## src/hdl/pgq_pkg.sv

```systemverilog
// Package for the plane geometry query unit: field widths, codes, payload
// structs and the fixed-point helper functions. No dependencies.
package pgq_pkg;

  localparam int COORD_W    = 32;
  localparam int NORM_W     = 18;
  localparam int THR_W      = 17;
  localparam int FRAC       = 16;
  localparam int DVD_W      = 64;
  localparam int DVS_W      = 48;
  localparam int DIV_STAGES = DVD_W;

  typedef enum logic [1:0] {
    CMD_RAY    = 2'd0,
    CMD_POINT  = 2'd1,
    CMD_PLANES = 2'd2
  } cmd_e;

  localparam logic [1:0] SIDE_BACK  = 2'd0;
  localparam logic [1:0] SIDE_ON    = 2'd1;
  localparam logic [1:0] SIDE_FRONT = 2'd2;

  localparam logic [2:0] CFG_NORMAL_X  = 3'd0;
  localparam logic [2:0] CFG_NORMAL_Y  = 3'd1;
  localparam logic [2:0] CFG_NORMAL_Z  = 3'd2;
  localparam logic [2:0] CFG_OFFSET    = 3'd3;
  localparam logic [2:0] CFG_THRESHOLD = 3'd4;

  typedef struct packed {
    logic [2:0][NORM_W-1:0] n;
    logic signed [COORD_W-1:0] d;
    logic [THR_W-1:0] thr;
  } pgq_cfg_t;

  typedef struct packed {
    logic [1:0] cmd;
    logic [2:0][COORD_W-1:0] a;
    logic [2:0][COORD_W-1:0] b;
    logic [COORD_W-1:0] e;
  } pgq_item_t;

  // Results that bypass the divider
  typedef struct packed {
    logic [1:0] cmd;
    logic ok;
    logic [COORD_W-1:0] scalar;
    logic [1:0] side;
    logic [2:0][COORD_W-1:0] out_a;
    logic [2:0][COORD_W-1:0] out_b;
  } pgq_pay_t;

  typedef struct packed {
    logic [DVD_W-1:0] dvd;
    logic [DVS_W-1:0] dvs;
    logic neg;
  } pgq_div_in_t;

  typedef struct packed {
    logic hit;
    logic [COORD_W-1:0] scalar;
    logic [1:0] side;
    logic [2:0][COORD_W-1:0] out_a;
    logic [2:0][COORD_W-1:0] out_b;
  } pgq_res_t;

  localparam logic signed [63:0] MAX32 = 64'sd2147483647;
  localparam logic signed [63:0] MIN32 = -64'sd2147483648;

  function automatic logic signed [49:0] mul_n(input logic signed [17:0] n,
                                               input logic signed [31:0] x);
    logic signed [49:0] p;
    p = n * x;
    return p;
  endfunction

  function automatic logic signed [63:0] mul_w(input logic signed [31:0] x,
                                               input logic signed [31:0] y);
    logic signed [63:0] p;
    p = x * y;
    return p;
  endfunction

  function automatic logic signed [31:0] sat32(input logic signed [63:0] x);
    if (x > MAX32) return 32'sh7FFF_FFFF;
    if (x < MIN32) return 32'sh8000_0000;
    return $signed(x[31:0]);
  endfunction

  function automatic logic signed [47:0] clamp48(input logic signed [48:0] x);
    if (x > 49'sh0_7FFF_FFFF_FFFF) return 48'sh7FFF_FFFF_FFFF;
    if (x < -49'sh0_8000_0000_0000) return 48'sh8000_0000_0000;
    return $signed(x[47:0]);
  endfunction

  // Signed, saturated value from a magnitude and a sign
  function automatic logic [31:0] mag_to32(input logic [63:0] q, input logic neg);
    if (!neg) begin
      if (|q[63:31]) return 32'h7FFF_FFFF;
      return q[31:0];
    end
    if ((|q[63:32]) || (q[31] && (|q[30:0]))) return 32'h8000_0000;
    return 32'(-q[31:0]);
  endfunction

endpackage

```

## src/hdl/pgq_back.sv

```systemverilog
// Result selection by command, sign and saturation of quotients, and the
// output register with its skid stage. Depends on pgq_pkg.
module pgq_back (
  input  logic                             clk_i,
  input  logic                             rst_ni,
  input  logic                             valid_i,
  input  pgq_pkg::pgq_pay_t                pay_i,
  input  logic [2:0][pgq_pkg::DVD_W-1:0]   quo_i,
  input  logic [2:0]                       neg_i,
  input  logic                             out_ready_i,
  output logic                             en_o,
  output logic                             out_valid_o,
  output pgq_pkg::pgq_res_t                res_o
);

  pgq_pkg::pgq_res_t res_d, out_q, skid_q;
  logic out_valid_q, skid_valid_q;

  always_comb begin
    res_d = '0;
    unique case (pay_i.cmd)
      pgq_pkg::CMD_RAY: begin
        if (pay_i.ok) begin
          res_d.scalar = pgq_pkg::mag_to32(quo_i[0], neg_i[0]);
          res_d.hit    = ~neg_i[0] && (quo_i[0] != '0);
        end
      end
      pgq_pkg::CMD_POINT: begin
        res_d.hit    = 1'b1;
        res_d.scalar = pay_i.scalar;
        res_d.side   = pay_i.side;
        res_d.out_a  = pay_i.out_a;
      end
      pgq_pkg::CMD_PLANES: begin
        if (pay_i.ok) begin
          res_d.hit   = 1'b1;
          res_d.out_b = pay_i.out_b;
          for (int i = 0; i < 3; i++) res_d.out_a[i] = pgq_pkg::mag_to32(quo_i[i], neg_i[i]);
        end
      end
      default: res_d = '0;
    endcase
  end

  // the pipe runs while the skid stage is empty
  assign en_o = ~skid_valid_q;

  always_ff @(posedge clk_i or negedge rst_ni) begin
    if (!rst_ni) begin
      out_valid_q  <= 1'b0;
      skid_valid_q <= 1'b0;
    end else if (skid_valid_q) begin
      if (out_ready_i) begin
        out_valid_q  <= 1'b1;
        skid_valid_q <= 1'b0;
      end
    end else if (!out_valid_q || out_ready_i) begin
      out_valid_q <= valid_i;
    end else if (valid_i) begin
      skid_valid_q <= 1'b1;
    end
  end

  always_ff @(posedge clk_i) begin
    if (skid_valid_q) begin
      if (out_ready_i) out_q <= skid_q;
    end else if (!out_valid_q || out_ready_i) begin
      out_q <= res_d;
    end else if (valid_i) begin
      skid_q <= res_d;
    end
  end

  assign out_valid_o = out_valid_q;
  assign res_o       = out_q;

endmodule

```

## config.mk

```make
export PLATFORM = sky130hd
export DESIGN_NAME = pgq_back
export DESIGN_NICKNAME = d
export VERILOG_FILES = /design/src/hdl/pgq_pkg.sv /design/src/hdl/pgq_back.sv
export SDC_FILE = /design/constraint.sdc
export NUM_CORES = 1
export LEC_CHECK = 0
export BUFFER_PORTS_ARGS = -buffer_cell sky130_fd_sc_hd__buf_2
export CAP_MARGIN = 20
export CORE_AREA = 3 3 258 260
export DETAILED_ROUTE_END_ITERATION = 6
export DIE_AREA = 0 0 261 263
export PLACE_DENSITY = 0.55
export SETUP_SLACK_MARGIN = 0.3
export SLEW_MARGIN = 15
export SYNTH_ARGS = -nofsm -noshare
export SYNTH_HDL_FRONTEND = slang
export SYNTH_SLANG_ARGS = --single-unit
```

## constraint.sdc

```tcl
create_clock -name clk_i -period 14.95 [get_ports clk_i]
set_input_delay 1.495 -clock clk_i [delete_from_list [all_inputs] [get_ports clk_i]]
set_output_delay 1.495 -clock clk_i [all_outputs]
set_load 0.005 [all_outputs]
```

* Word level (Yosys, flattened, before mapping) *
Index checks and enable logic that the tools add are counted.
Widths: inputs -> output; s select.

word-level totals
  bits in registers = 456
  output and inout port bits = 229
  logic and storage cells = 131

operators by class
  add/subtract/negate cells = 3
  mux-type cells = 79
  equal/unequal tests = 3
  reductions and logical operators = 23
  bitwise logic cells = 3

operator list
  operator            count
  $mux 32             23
  $mux 227            3
  $mux 192            1
  $pmux 96 s2         1
  $reduce_or 33->1    3
  $mux 96             1
  $neg 32->32         3
  $reduce_or 32->1    3
  $reduce_or 31->1    3
  $pmux 32 s2         1
  $reduce_bool 64->1  1
  $mux 1              46
  $mux 33             1
  $logic_and 1x1->1   4
  $logic_or 1x1->1    4
  $not 1->1           3
  $pmux 1 s3          1
  $reduce_and 3->1    1
  $eq 2x1->1 const B  1
  $eq 2x2->1 const B  1
  $logic_not 2->1     1
  $mux 2              1
  $ne 2x2->1 const B  1
  $reduce_and 2->1    1
  2 further kinds     2

* Longest topological paths before layout *
  word-level depth = 14
  gate-level depth with buffers = 11
  mapped depth without buffers = 8

* Worst setup path after synthesis *
OpenSTA, ideal clock, no wires.

  kind = register -> register
  start point = register skid_valid_q
  end point = register out_q, in the netlist res_o[0], enable pin
  period minus slack after synthesis = 12184 ps
  cell stages (with the launch flop) = 5
  arrival time = 11322 ps
  library setup time = 862 ps
  buffers on the path = 3
  slack = 2766 ps
  cells stage by stage = dfrtp_1 clkbuf_1 clkbuf_1 clkbuf_1 o21bai_1

between the ends
  longest elaborated chain between the ends = 2
  elaborated cells on any way between the ends = 3

RTL lines
  item                                                              line            RTL
  start, declared                                                   pgq_back.sv:17  logic out_valid_q, skid_valid_q;
  start signal, assigned                                            pgq_back.sv:51  skid_valid_q <= 1'b0;
  start signal, assigned                                            pgq_back.sv:55  skid_valid_q <= 1'b0;
  start signal, assigned                                            pgq_back.sv:60  skid_valid_q <= 1'b1;
  $ne 2x2->1 (no line) / $reduce_bool 2->1 (equally long branches)  n/a
  $reduce_and 2->1 (no line) *                                      n/a
  end signal, assigned                                              pgq_back.sv:66  if (out_ready_i) out_q <= skid_q;
  end signal, assigned                                              pgq_back.sv:68  out_q <= res_d;
  end, declared                                                     pgq_back.sv:16  pgq_pkg::pgq_res_t res_d, out_q, skid_q;

Every way passes the cells marked *; elsewhere a longest branch is shown, timed or not.
A chain may end at the register's enable or synchronous reset.

==> summary.md <==
| Metric | Value |
|---|---|
| Critical-path cell list | `buf_2 -> nor4_1 -> and4_1 -> nand3_1 -> a21boi_0 -> o21ai_0 -> mux2_2` |
| Int Power | `0.00249 W` |
| Filler cells | `6129` |
| Vias in the first global route | `18400` |
| Max Cap Viol | `0` |
| Detailed Routing Iterations Pass 1 | `6` |
| Initial antenna violation count | `23` |
| CP Capture Type | `flip-flop` |
| Fin crit share | `30.6%` |
| Critical Path RT | `15.29 ns` |
| Net Sw Frac | `26.0%` |
| Port bufs | `656` |
| Kind of cell adding the most delay to the critical path | `simple AND/OR/NAND/NOR gates` |
| First-pass GRT wire length | `123000 µm` |
| Setup violators final | `0` |
| Count of final hold-check violations | `0` |
| Area Growth Syn to Fin | `26.0%` |
| Final min period | `4.57 ns` |
| CTS max path bufs | `3` |
| Worst Tran Pin Value | `1.11 ns` |
| CTS tree | `done` |
| Post-synthesis sequential area ratio | `61.0%` |
| Reg clk slew, reported paths | `0.06 ns` |
| Avg Cell Area, Syn | `12.1 µm²` |
| Buffers & Inverters on Critical Path | `1` |
| Outcome | `complete, no violations` |
| Worst slack at placement | `9.83 ns` |
| Hold WC Path Type | `reg2reg` |
| Grt ovf | `0` |
| P_sw | `0.000874 W` |
| Final setup TNS | `0 ns` |
| Async SR Flop Fraction | `0.439%` |
| Post-route ant nets | `0` |
| 1st-iter DRT viols | `1814` |
| Clk_skew | `0.0150 ns` |
| Post-place instance area | `26500 µm²` |
| Seq pwr share | `47.1%` |
| Core Region | `64300 µm²` |
| GPL Wtd Cong | `0.938` |
| Vias per cell | `5.68` |
| Max_slew headroom | `26.0%` |
| CP Launch Type | `input pin` |
| Yosys reg bits | `456` |
| Lkg Pwr | `11.2 nW` |
| Total Nets Final | `2884` |
| # DRC | `0` |
| Power density cells | `119 nW/µm²` |
| FMAX | `0.219 GHz` |
| Clk Latency, worst-skew pair | `0.59 ns` |
| Resized cells post-CTS | `0` |
| Combinational group share of total power | `13.7%` |
| CTS root buffer | `clkbuf_16` |
| WS Path Type | `in2reg` |
| Total GRT Usage | `23.5%` |
| Die H | `263 µm` |
| Site Rows | `93` |
| Starting Density | `34.9%` |
| Post-CTS setup buffers | `0` |
| Routed via count | `19100` |
| CTS Buf Count | `51` |
| DR WL/cell | `25.3 µm` |
| Commonest non-fill, non-tap cell in the layout | `buf_2` |
| Highest-delay cell along the critical path | `a21boi_0` |
| Non-Filler Cell Area, Final | `28300 µm²` |
| Synth warn | `0` |
| Post-synth top flop | `edfxtp_1` |
| Most frequent cells in the layout | `buf_2 (656), edfxtp_1 (454), nand2_1 (189)` |
| # clock sinks | `456` |
| RSZ-0062 raised after global routing | `false` |
| Mapped Area | `22400 µm²` |
| Post-DP HPWL | `59500 µm` |
| Final Util | `44.0%` |
| Largest net degree at the start of global routing | `146` |
| CP Max Fanout | `23` |
| Die area | `68600 µm²` |
| H-tree depth | `2` |
| Mapped Nets | `2290` |
| Worst setup margin | `10.38 ns` |
| Clock network power share | `39.1%` |
| Pins Over Slew Limit | `0` |
| EDFF count, synth | `454` |
| Chip width | `261 µm` |
| Worst vdd ir | `0.0000756 V` |
| Arr. time, crit path | `4.91 ns` |
| # hold bufs at CTS | `0` |
| WL final | `85000 µm` |
| Syn Inst Count | `1855` |
| I/O Pins | `657` |
| Crit path largest cell delay | `1.16 ns` |
| Synth unique cells | `82` |
| Layout cell share with drive strength beyond 1 | `37.1%` |
[through the flow]
stage	instances	hold WS (ns)	power, W
after floorplan	1855	0.498	0.00183
after detailed placement	3251	0.519	0.00207
after global placement	3250	0.507	0.00207
final	3359	0.531	0.00336
after global routing	3354	0.537	0.00349
after CTS	3346	0.532	0.00340
[layout make-up]
type                    count  area, µm²  area share (%)
multi-input cells        1236       8190            28.9
well taps                 855       1070            3.78
diodes                     13       32.5           0.115
clock buffers              53       1280            4.54
repair buffers            680       3480            12.3
inverters                  24       95.1           0.336
clock inverters            42        453            1.60
flip-flops and latches    456      13700            48.4
[worst reg2reg max path: cells and delay by family (launching register included)]
kind                   cells  cell delay (ns)
AO/OA/AOI/OAI              1             0.93
flip-flops                 1             0.73
buffers and inverters      3             2.22
[cell usage after synthesis, types with 4 or more instances]
| master | count | share of area, % |
|---|---|---|
| a21o_1 | 10 | 0.33 |
| a21oi_1 | 58 | 1.3 |
| a221oi_1 | 4 | 0.16 |
| a22o_1 | 23 | 0.90 |
| a22oi_1 | 28 | 0.94 |
| a31oi_1 | 20 | 0.56 |
| a32o_1 | 9 | 0.40 |
| a32oi_1 | 49 | 1.9 |
| a41o_1 | 4 | 0.18 |
| a41oi_1 | 4 | 0.16 |
| and2_1 | 22 | 0.61 |
| and3_1 | 103 | 2.9 |
| and4_1 | 5 | 0.20 |
| buf_1 | 6 | 0.10 |
| buf_2 | 10 | 0.22 |
| clkbuf_1 | 122 | 2.0 |
| edfxtp_1 | 454 | 61 |
| ha_1 | 7 | 0.39 |
| inv_1 | 22 | 0.37 |
| mux2_2 | 126 | 6.3 |
| nand2_1 | 190 | 3.2 |
| nand2b_1 | 14 | 0.39 |
| nand3_1 | 33 | 0.74 |
| nand3b_1 | 9 | 0.30 |
| nand4_1 | 24 | 0.67 |
| nor2_1 | 95 | 1.6 |
| nor3_1 | 37 | 0.82 |
| nor4_1 | 40 | 1.1 |
| o211ai_1 | 25 | 0.84 |
| o21ai_0 | 101 | 2.3 |
| o21ai_1 | 31 | 0.69 |
| o21bai_1 | 5 | 0.17 |
| o221ai_1 | 17 | 0.66 |
| o2bb2a_1 | 5 | 0.22 |
| o311ai_0 | 6 | 0.23 |
| o31a_1 | 9 | 0.35 |
| o31ai_1 | 15 | 0.50 |
| or3_1 | 14 | 0.39 |
| or4_1 | 15 | 0.50 |
| xnor2_1 | 15 | 0.59 |
| xor2_1 | 4 | 0.16 |
[per-layer routing]
layer  wire (µm)  GRT usage, %
met1       34700          31.4
met2       39800          38.0
met3        8210          6.02
met4        2150          6.56
met5         125             0
[power by group through the flow]
stage | registers, W | clock network (W) | logic, W
after floorplan | 0.00164 | 0 | 0.000194
after global placement | 0.00161 | 0 | 0.000461
after detailed placement | 0.00161 | 0 | 0.000465
after CTS | 0.00158 | 0.00135 | 0.000466
after global routing | 0.00159 | 0.00140 | 0.000501
final | 0.00158 | 0.00132 | 0.000461
[logic make-up (layout without fill, tap and decap cells)]
kind of cell,Yosys count,after routing,share of synthesized area (%)
multiplexers,130,130,6.52
flip-flops,456,456,61.0
AO/OA/AOI/OAI,459,459,14.3
adder cells (fa/ha/maj),7,7,0.390
buffers and inverters,163,799,2.80
other,0,13,0
AND/OR/NAND/NOR,621,621,14.3
XOR/XNOR,19,19,0.741
[registers in the layout (all words and copies together) (netlist names)]
register,flops
out_valid_o,1
skid_q,227
skid_valid_q,1
res_o,227
[final timing paths]
path / startpoint / cells after the start / to / slack (ns)
hold / removal: skid_q[108] / 2 / res_o[108] / 0.53
setup / recovery: quo_i[48] / 7 / res_o[196] / 10.38
max in group asynchronous: rst_ni / 1 / skid_valid_q / 14.15
min in group asynchronous: rst_ni / 1 / out_valid_o / 0.69
hold reg to reg: skid_q[108] / 2 / res_o[108] / 0.53
setup reg to reg: skid_valid_q / 4 / res_o[117] / 10.67
Power figures use the tool's default switching activity.
